[src/sv/slcd_pkg.sv]
// ----------------------------------------------------------------------------
// slcd_pkg : shared types and constants of the sync/length/checksum deframer
// Frame parse phases, event codes, configuration register indexes.
// ----------------------------------------------------------------------------
package slcd_pkg;

    // Field widths
    localparam int BYTE_W    = 8;
    localparam int VALUE_W   = 16;
    localparam int KIND_W    = 3;
    localparam int CFG_IDX_W = 1;
    localparam int CFG_DAT_W = 8;

    // Register indexes on the configuration port
    localparam logic [CFG_IDX_W-1:0] CFG_PREAMBLE = 1'b0;
    localparam logic [CFG_IDX_W-1:0] CFG_BUS_ID   = 1'b1;

    // Reset values of the configuration registers
    localparam logic [BYTE_W-1:0] PREAMBLE_RST = 8'hFA;
    localparam logic [BYTE_W-1:0] BUS_ID_RST   = 8'hFF;

    // Length byte that announces a two-byte extended length
    localparam logic [BYTE_W-1:0] EXT_MARK = 8'hFF;

    // Parse phases
    typedef enum logic [2:0] {
        PH_PREAMBLE = 3'd0,
        PH_BUSID    = 3'd1,
        PH_MSGID    = 3'd2,
        PH_LEN      = 3'd3,
        PH_EXTHI    = 3'd4,
        PH_EXTLO    = 3'd5,
        PH_PAYLOAD  = 3'd6,
        PH_CHECK    = 3'd7
    } t_phase;

    // Event codes
    typedef enum logic [KIND_W-1:0] {
        EV_MSG_ID    = 3'd0,
        EV_LENGTH    = 3'd1,
        EV_PAYLOAD   = 3'd2,
        EV_FRAME_OK  = 3'd3,
        EV_FRAME_BAD = 3'd4
    } t_event_kind;

    // One event from the parser to the output register
    typedef struct packed {
        logic                     valid;
        t_event_kind              kind;
        logic [VALUE_W-1:0]       value;
    } t_event;

endpackage

[src/sv/slcd_rx_if.sv]
// ----------------------------------------------------------------------------
// slcd_rx_if : received byte channel
// valid/ready handshake carrying one received byte per beat.
// ----------------------------------------------------------------------------
interface slcd_rx_if;
    logic                         valid;
    logic                         ready;
    logic [slcd_pkg::BYTE_W-1:0]  rx_byte;

    modport source (output valid, output rx_byte, input ready);
    modport sink   (input valid, input rx_byte, output ready);
endinterface

[src/sv/slcd_evt_if.sv]
// ----------------------------------------------------------------------------
// slcd_evt_if : deframer event channel
// valid/ready handshake carrying one event kind and value per beat.
// ----------------------------------------------------------------------------
interface slcd_evt_if;
    logic                          valid;
    logic                          ready;
    logic [slcd_pkg::KIND_W-1:0]   event_kind;
    logic [slcd_pkg::VALUE_W-1:0]  event_value;

    modport source (output valid, output event_kind, output event_value, input ready);
    modport sink   (input valid, input event_kind, input event_value, output ready);
endinterface

[src/sv/slcd_parser.sv]
// ----------------------------------------------------------------------------
// slcd_parser : frame parse state and configuration registers
// Updates the parse state on every accepted byte and forms the event, if any, for it.
// ----------------------------------------------------------------------------
module slcd_parser (
    input  logic                              i_clk,
    input  logic                              i_rst_n,
    input  logic                              i_accept,
    input  logic [slcd_pkg::BYTE_W-1:0]       i_byte,
    input  logic                              i_cfg_we,
    input  logic [slcd_pkg::CFG_IDX_W-1:0]    i_cfg_idx,
    input  logic [slcd_pkg::CFG_DAT_W-1:0]    i_cfg_data,
    output slcd_pkg::t_event                  o_evt
);

    slcd_pkg::t_phase                 r_phase,   n_phase;
    logic [slcd_pkg::VALUE_W-1:0]     r_len,     n_len;
    logic [slcd_pkg::VALUE_W-1:0]     r_seen,    n_seen;
    logic [slcd_pkg::BYTE_W-1:0]      r_sum,     n_sum;
    logic [slcd_pkg::BYTE_W-1:0]      r_len_hi,  n_len_hi;
    logic [slcd_pkg::BYTE_W-1:0]      r_preamble;
    logic [slcd_pkg::BYTE_W-1:0]      r_bus_id;

    logic [slcd_pkg::BYTE_W-1:0]      sum_add;
    logic [slcd_pkg::VALUE_W-1:0]     seen_inc;
    logic [slcd_pkg::VALUE_W-1:0]     new_len;

    // Configuration registers
    always_ff @(posedge i_clk) begin
        if (!i_rst_n) begin
            r_preamble <= slcd_pkg::PREAMBLE_RST;
            r_bus_id   <= slcd_pkg::BUS_ID_RST;
        end else if (i_cfg_we) begin
            unique case (i_cfg_idx)
                slcd_pkg::CFG_PREAMBLE: r_preamble <= i_cfg_data;
                slcd_pkg::CFG_BUS_ID:   r_bus_id   <= i_cfg_data;
                default:                r_preamble <= r_preamble;
            endcase
        end
    end

    assign sum_add  = r_sum + i_byte;
    assign seen_inc = r_seen + slcd_pkg::VALUE_W'(1);

    // Next state and event for the byte on the input
    always_comb begin
        n_phase   = r_phase;
        n_len     = r_len;
        n_seen    = r_seen;
        n_sum     = sum_add;
        n_len_hi  = r_len_hi;
        new_len   = {{(slcd_pkg::VALUE_W-slcd_pkg::BYTE_W){1'b0}}, i_byte};
        o_evt     = '{valid: 1'b0, kind: slcd_pkg::EV_MSG_ID, value: '0};

        unique case (r_phase)
            slcd_pkg::PH_PREAMBLE: begin
                n_sum = r_sum;
                if (i_byte == r_preamble) begin
                    n_phase = slcd_pkg::PH_BUSID;
                    n_sum   = '0;
                    n_len   = '0;
                    n_seen  = '0;
                end
            end
            slcd_pkg::PH_BUSID: begin
                n_phase = (i_byte == r_bus_id) ? slcd_pkg::PH_MSGID : slcd_pkg::PH_PREAMBLE;
            end
            slcd_pkg::PH_MSGID: begin
                n_phase     = slcd_pkg::PH_LEN;
                o_evt.valid = 1'b1;
                o_evt.kind  = slcd_pkg::EV_MSG_ID;
                o_evt.value = new_len;
            end
            slcd_pkg::PH_LEN: begin
                if (i_byte == slcd_pkg::EXT_MARK) begin
                    n_phase = slcd_pkg::PH_EXTHI;
                end else begin
                    n_len       = new_len;
                    n_seen      = '0;
                    n_phase     = (new_len == '0) ? slcd_pkg::PH_CHECK : slcd_pkg::PH_PAYLOAD;
                    o_evt.valid = 1'b1;
                    o_evt.kind  = slcd_pkg::EV_LENGTH;
                    o_evt.value = new_len;
                end
            end
            slcd_pkg::PH_EXTHI: begin
                n_len_hi = i_byte;
                n_phase  = slcd_pkg::PH_EXTLO;
            end
            slcd_pkg::PH_EXTLO: begin
                new_len     = {r_len_hi, i_byte};
                n_len       = new_len;
                n_seen      = '0;
                n_phase     = (new_len == '0) ? slcd_pkg::PH_CHECK : slcd_pkg::PH_PAYLOAD;
                o_evt.valid = 1'b1;
                o_evt.kind  = slcd_pkg::EV_LENGTH;
                o_evt.value = new_len;
            end
            slcd_pkg::PH_PAYLOAD: begin
                n_seen = seen_inc;
                if (seen_inc >= r_len) begin
                    n_phase = slcd_pkg::PH_CHECK;
                end
                o_evt.valid = 1'b1;
                o_evt.kind  = slcd_pkg::EV_PAYLOAD;
                o_evt.value = new_len;
            end
            slcd_pkg::PH_CHECK: begin
                n_phase     = slcd_pkg::PH_PREAMBLE;
                o_evt.valid = 1'b1;
                o_evt.kind  = (sum_add == '0) ? slcd_pkg::EV_FRAME_OK : slcd_pkg::EV_FRAME_BAD;
                o_evt.value = '0;
            end
            default: begin
                n_phase = slcd_pkg::PH_PREAMBLE;
            end
        endcase
    end

    // Parse state, updated only on an accepted beat
    always_ff @(posedge i_clk) begin
        if (!i_rst_n) begin
            r_phase  <= slcd_pkg::PH_PREAMBLE;
            r_len    <= '0;
            r_seen   <= '0;
            r_sum    <= '0;
            r_len_hi <= '0;
        end else if (i_accept) begin
            r_phase  <= n_phase;
            r_len    <= n_len;
            r_seen   <= n_seen;
            r_sum    <= n_sum;
            r_len_hi <= n_len_hi;
        end
    end

endmodule

[src/sv/slcd_out_reg.sv]
// ----------------------------------------------------------------------------
// slcd_out_reg : event output register
// Holds one event until taken; frees itself in the cycle it is taken.
// ----------------------------------------------------------------------------
module slcd_out_reg (
    input  logic              i_clk,
    input  logic              i_rst_n,
    input  logic              i_load,
    input  slcd_pkg::t_event  i_evt,
    output logic              o_space,
    slcd_evt_if.source        o_evt
);

    logic                             r_valid;
    slcd_pkg::t_event_kind            r_kind;
    logic [slcd_pkg::VALUE_W-1:0]     r_value;

    // Room for a new event when empty or when the held one leaves now
    assign o_space = !r_valid || o_evt.ready;

    always_ff @(posedge i_clk) begin
        if (!i_rst_n) begin
            r_valid <= 1'b0;
        end else if (i_load) begin
            r_valid <= i_evt.valid;
        end else if (o_evt.ready) begin
            r_valid <= 1'b0;
        end
    end

    // Payload, no reset needed
    always_ff @(posedge i_clk) begin
        if (i_load && i_evt.valid) begin
            r_kind  <= i_evt.kind;
            r_value <= i_evt.value;
        end
    end

    assign o_evt.valid       = r_valid;
    assign o_evt.event_kind  = r_kind;
    assign o_evt.event_value = r_value;

endmodule

[src/sv/sync_length_checksum_deframer_core.sv]
// ----------------------------------------------------------------------------
// sync_length_checksum_deframer_core : preamble/length/checksum frame parser
// An event is registered and appears on o_evt in the cycle after its byte beat is taken.
// Throughput: one byte per cycle; i_rx.ready stays high while the output
// register is empty or being read, so bytes stream back to back.
// Reset: synchronous, active low; waits for a preamble, registers to defaults.
// ----------------------------------------------------------------------------
module sync_length_checksum_deframer_core (
    input  logic                              i_clk,
    input  logic                              i_rst_n,
    slcd_rx_if.sink                           i_rx,
    slcd_evt_if.source                        o_evt,
    input  logic                              i_cfg_we,
    input  logic [slcd_pkg::CFG_IDX_W-1:0]    i_cfg_idx,
    input  logic [slcd_pkg::CFG_DAT_W-1:0]    i_cfg_data
);

    logic              space;
    logic              accept;
    slcd_pkg::t_event  evt;

    assign i_rx.ready = space;
    assign accept     = i_rx.valid && space;

    // Parse state and event decode
    slcd_parser u_parser (
        .i_clk      (i_clk),
        .i_rst_n    (i_rst_n),
        .i_accept   (accept),
        .i_byte     (i_rx.rx_byte),
        .i_cfg_we   (i_cfg_we),
        .i_cfg_idx  (i_cfg_idx),
        .i_cfg_data (i_cfg_data),
        .o_evt      (evt)
    );

    // Result register
    slcd_out_reg u_out_reg (
        .i_clk   (i_clk),
        .i_rst_n (i_rst_n),
        .i_load  (accept),
        .i_evt   (evt),
        .o_space (space),
        .o_evt   (o_evt)
    );

endmodule
[src/flat_wrapper.sv]
// flat-port wrapper written by rule: the top's interface ports become plain ports
module sync_length_checksum_deframer_core_flat 
  (i_clk, i_rst_n, i_cfg_we, i_cfg_idx, i_cfg_data, i_rx_valid, i_rx_rx_byte, i_rx_ready, o_evt_valid, o_evt_event_kind, o_evt_event_value, o_evt_ready);
  slcd_rx_if i_rx_i ();
  slcd_evt_if o_evt_i ();
  input  logic i_clk;
  input  logic i_rst_n;
  input  logic i_cfg_we;
  input  logic [slcd_pkg::CFG_IDX_W-1:0] i_cfg_idx;
  input  logic [slcd_pkg::CFG_DAT_W-1:0] i_cfg_data;
  input wire logic [$bits(i_rx_i.valid)-1:0] i_rx_valid;
  input wire logic [$bits(i_rx_i.rx_byte)-1:0] i_rx_rx_byte;
  output wire logic [$bits(i_rx_i.ready)-1:0] i_rx_ready;
  output wire logic [$bits(o_evt_i.valid)-1:0] o_evt_valid;
  output wire logic [$bits(o_evt_i.event_kind)-1:0] o_evt_event_kind;
  output wire logic [$bits(o_evt_i.event_value)-1:0] o_evt_event_value;
  input wire logic [$bits(o_evt_i.ready)-1:0] o_evt_ready;
  assign i_rx_i.valid = i_rx_valid;
  assign i_rx_i.rx_byte = i_rx_rx_byte;
  assign i_rx_ready = i_rx_i.ready;
  assign o_evt_valid = o_evt_i.valid;
  assign o_evt_event_kind = o_evt_i.event_kind;
  assign o_evt_event_value = o_evt_i.event_value;
  assign o_evt_i.ready = o_evt_ready;
  sync_length_checksum_deframer_core u_core (.i_clk(i_clk), .i_rst_n(i_rst_n), .i_rx(i_rx_i), .o_evt(o_evt_i), .i_cfg_we(i_cfg_we), .i_cfg_idx(i_cfg_idx), .i_cfg_data(i_cfg_data));
endmodule
[config.mk]
export PLATFORM = sky130hd
export DESIGN_NAME = sync_length_checksum_deframer_core_flat
export DESIGN_NICKNAME = d
export VERILOG_FILES = /design/src/sv/slcd_pkg.sv /design/src/sv/slcd_rx_if.sv /design/src/sv/slcd_evt_if.sv /design/src/sv/slcd_parser.sv /design/src/sv/slcd_out_reg.sv /design/src/sv/sync_length_checksum_deframer_core.sv /design/src/flat_wrapper.sv
export SDC_FILE = /design/constraint.sdc
export NUM_CORES = 1
export LEC_CHECK = 0
export BUFFER_PORTS_ARGS = -buffer_cell sky130_fd_sc_hd__buf_4
export CORE_MARGIN = 2
export CORE_UTILIZATION = 56
export DETAILED_ROUTE_END_ITERATION = 8
export HOLD_SLACK_MARGIN = 0.06
export PLACE_DENSITY_LB_ADDON = 0.12
export SLEW_MARGIN = 30
export SYNTH_ARGS = -nofsm -noshare
export SYNTH_HDL_FRONTEND = slang
export SYNTH_SLANG_ARGS = --single-unit
[constraint.sdc]
create_clock -name i_clk -period 5.8 [get_ports i_clk]
set_input_delay 0.58 -clock i_clk [delete_from_list [all_inputs] [get_ports i_clk]]
set_output_delay 0.58 -clock i_clk [all_outputs]
set_load 0.005 [all_outputs]
==> out/results.ini <==
[route]
drt_first_pass_iters=5
num_vias=4169
avgViaCountPerCell=6.19
detail_route.drc_violations=0
detail_route.wl_per_cell_um=17.2
antenna_left=0
detailed_route_wl_um=11600
drt_iter0_markers=325

[logic_synthesis]
mappedNetlistArea_sq_um=4850
ys_types=63
yosys_most_used_dff=sky130_fd_sc_hd__dfxtp_1
synth_area_leaders=sky130_fd_sc_hd__dfxtp_1 (28%), sky130_fd_sc_hd__edfxtp_1 (12%), sky130_fd_sc_hd__ha_1 (6.2%), sky130_fd_sc_hd__nand2_1 (5.7%), sky130_fd_sc_hd__xnor2_1 (4.9%)
edff_count_synth=19
synth.ff_latch_count=87
async_reset_ff_share_pct=0
synth_cells=541
post_synthesis_cell_type_with_the_largest_combined_area=sky130_fd_sc_hd__dfxtp_1
synth_warnings=0
mappedNetlistNets=589
synth-seq-area-share_pct=39.8
postSynthAreaPerCell_sq_um=8.96
post-synth-top-area-fraction_pct=28.1

[critical_path]
rr_worst_depth=11
critical_path_cell_with_the_highest_stage_delay=sky130_fd_sc_hd__or3_1
worstPathRequired_ns=6.03
regToRegSetupSlack_ns=2.54
cpLargestDelayFamily=simple AND/OR/NAND/NOR gates
crit_chain=ha_1 > nand3_1 > or3_1 > nor2b_1 > xor2_1 > ha_1 > nand4_1 > nor3_1 > nor4b_1 > nor3_1 > a2111oi_0
cp_slowest_stage_delay_ns=0.51
timing.critical_path.fanout_max=6
endpoint_kind=flop
r2r-end=u_core.u_parser.r_phase[0]$_SDFFE_PN0P_
worst_ep_arrival_time_ns=3.49
worst_setup_path_start_kind=flop
timing_worst_setup_path_type=flop to flop
critical_path.n_buffers_inverters=0
r2r_start=u_core.u_parser.r_seen[0]$_SDFFE_PN0P_

[cells_and_area]
drive_above_1_share_pct=13.2
fill_cells=702
final_common_cell=sky130_fd_sc_hd__nand2_1
multi_input_area_sq_um=2680
layout_common_cells=sky130_fd_sc_hd__nand2_1 (73), sky130_fd_sc_hd__dfxtp_1 (68), sky130_fd_sc_hd__buf_4 (45), sky130_fd_sc_hd__nor2_1 (29), sky130_fd_sc_hd__xnor2_1 (27)
antenna-diode-count=0
synthToLayoutAreaGrowth_pct=10.8
layout.core_utilization_pct=64.7
sequential_cell_area_sq_um=1930
final_nets=612

[clocking]
postCtsResizedCells=0
clk_tree_root_cell=sky130_fd_sc_hd__clkbuf_8
clkLatencyLatePin_ns=0.36
hold_buffers=0
clock_sinks=87
tritoncts=yes
clk_pin_slew_ns=0.10
post_cts_buffers=0
total_clock_buffers_created_by_cts=9
cts.htree.levels=3
ctsLongestPathBuffers=2

[power_and_ir_drop]
cellPowerDensity_nw_per_um2=212
finalPower_w=0.00114
power.leakage_nw=2.20
peakVddDrop_mv=0.141

[min_path]
hp-start=i_cfg_data[3]
holdCritPathClass=input pin to flop
hold-path-endpoint=u_core.u_parser.r_bus_id[3]$_SDFFE_PN1P_
whs_path_depth=3

[die]
core_area_sq_um=8300
pin_count=43
core.rowCount=33
design.die.area_sq_um=9420
initial_core_util_pct=58.4
die_w_um=97.0
die-height_um=97.0

[sta]
totalNegativeSetupSlack_ns=0
drv_slew=0
finalWorstPathRequiredPeriod_ns=3.26
number_of_endpoints_with_negative_hold_slack_in_the_final_report=0
rsz0062_at_grt=no
min_period_over_period_pct=56.2
setup_viol=0
finalClockSkew_ns=0.0175
slew_at_the_pin_closest_to_its_max_slew_limit_ns=0.902
timing.slew.headroom_pct=39.6
maxClockFrequency_mhz=307

[outcome]
status=complete, no violations

[global_routing]
first_global_vias=3999
antenna_violations_before_repair=0
grt_max_degree=57
first_pass_grt_wire_length_um=19800
groute.usage.overall_pct=25.5
globalRouteOverflowTotal=0

[placement]
portBuffers=42
detailedPlacementHpwl_um=8180
rd_place_congestion=0.879

[flow_run]
timing.max_cap.violations=0

-- worst reg2reg max path: stages, from the launching register on --
cell and delay (ns):
sky130_fd_sc_hd__dfxtp_1 0.40, sky130_fd_sc_hd__ha_1 0.25, sky130_fd_sc_hd__nand3_1 0.17, sky130_fd_sc_hd__or3_1 0.51, sky130_fd_sc_hd__nor2b_1 0.21, sky130_fd_sc_hd__xor2_1 0.12, sky130_fd_sc_hd__ha_1 0.31, sky130_fd_sc_hd__nand4_1 0.10
sky130_fd_sc_hd__nor3_1 0.23, sky130_fd_sc_hd__nor4b_1 0.36, sky130_fd_sc_hd__nor3_1 0.13, sky130_fd_sc_hd__a2111oi_0 0.37
-- synthesized netlist by cell type, types with 11 or more instances --
cell type                   n
sky130_fd_sc_hd__nand2_1   73
sky130_fd_sc_hd__dfxtp_1   68
sky130_fd_sc_hd__nor2_1    29
sky130_fd_sc_hd__xnor2_1   27
sky130_fd_sc_hd__inv_1     25
sky130_fd_sc_hd__ha_1      24
sky130_fd_sc_hd__a21oi_1   22
sky130_fd_sc_hd__nand3_1   21
sky130_fd_sc_hd__clkbuf_1  19
sky130_fd_sc_hd__edfxtp_1  19
sky130_fd_sc_hd__o21ai_0   17
sky130_fd_sc_hd__mux2i_1   16
sky130_fd_sc_hd__nand4_1   15
sky130_fd_sc_hd__and2_1    12
sky130_fd_sc_hd__buf_2     11
-- state kept, by name (all words and copies together), names as in the netlist --
register                            count
u_core.u_parser.r_len_hi                8
u_core.u_parser.r_preamble              8
u_core.u_parser.r_sum                   8
u_core.u_parser.r_seen                 16
u_core.u_out_reg.o_evt.valid            1
u_core.u_parser.r_len                  16
u_core.u_out_reg.o_evt.event_value     16
u_core.u_out_reg.o_evt.event_kind       3
u_core.u_parser.r_phase                 3
u_core.u_parser.r_bus_id                8
-- layout make-up --
| class | count | share of cell area (%) |
|---|---|---|
| multi-input cells | 396 | 49.9 |
| flip-flops and latches | 87 | 36.0 |
| repair buffers | 45 | 6.29 |
| well taps | 105 | 2.45 |
| clock buffers | 10 | 2.38 |
| inverters | 25 | 1.75 |
| clock inverters | 6 | 1.28 |
-- how the worst max path moves through the flow --
stage               cells after the start                                    from  slack, ns                                 endpoint
global route                           11  u_core.u_parser.r_seen[0]$_SDFFE_PN0P_       2.28  u_core.u_parser.r_phase[0]$_SDFFE_PN0P_
global placement                       11  u_core.u_parser.r_seen[0]$_SDFFE_PN0P_       2.82  u_core.u_parser.r_phase[0]$_SDFFE_PN0P_
finish                                 11  u_core.u_parser.r_seen[0]$_SDFFE_PN0P_       2.54  u_core.u_parser.r_phase[0]$_SDFFE_PN0P_
detailed placement                     11  u_core.u_parser.r_seen[0]$_SDFFE_PN0P_       2.64  u_core.u_parser.r_phase[0]$_SDFFE_PN0P_
floorplan                              12  u_core.u_parser.r_seen[0]$_SDFFE_PN0P_       2.95  u_core.u_parser.r_phase[0]$_SDFFE_PN0P_
CTS                                    11  u_core.u_parser.r_seen[0]$_SDFFE_PN0P_       2.58  u_core.u_parser.r_phase[0]$_SDFFE_PN0P_
-- kinds of logic (layout without fill, tap and decap cells) --
logic type                 Yosys count  in the layout  share of synthesized area, %
AOI/OAI and AO/OA                  118            118                          17.9
xor gates and xnor gates            35             35                          6.32
adders and majority gates           26             26                          7.02
buffers and inverters               58             86                          4.93
DFF                                 87             87                          39.8
muxes                               16             16                          3.30
and+or+nand+nor                    201            201                          20.7
-- power breakdown --
part | total, W | switching, W | internal, W
Combinational | 0.0000823 | 0.0000497 | 0.0000326
Clock | 0.000426 | 0.000224 | 0.000202
Sequential | 0.000628 | 0.00000539 | 0.000622
Total | 0.00114 | 0.000279 | 0.000857
-- stage by stage --
step / instance area, sq um / setup slack, ns / hold slack [ns] / std cells
floorplan: 4850 / 2.95 / 0.438 / 541
global placement: 5170 / 2.82 / 0.447 / 658
detailed placement: 5170 / 2.64 / 0.457 / 658
finish: 5370 / 2.54 / 0.429 / 674
global route: 5370 / 2.28 / 0.441 / 674
CTS: 5370 / 2.58 / 0.422 / 674
-- routing by layer --
metal	routed length, um	part of all wire [%]	track usage (%)
met1	5290	45	36.1
met2	5350	46	40.7
met3	810	7.0	3.76
met4	175	1.5	7.48
met5	0	0	0
Note: power is estimated with default switching activity, not from simulation.
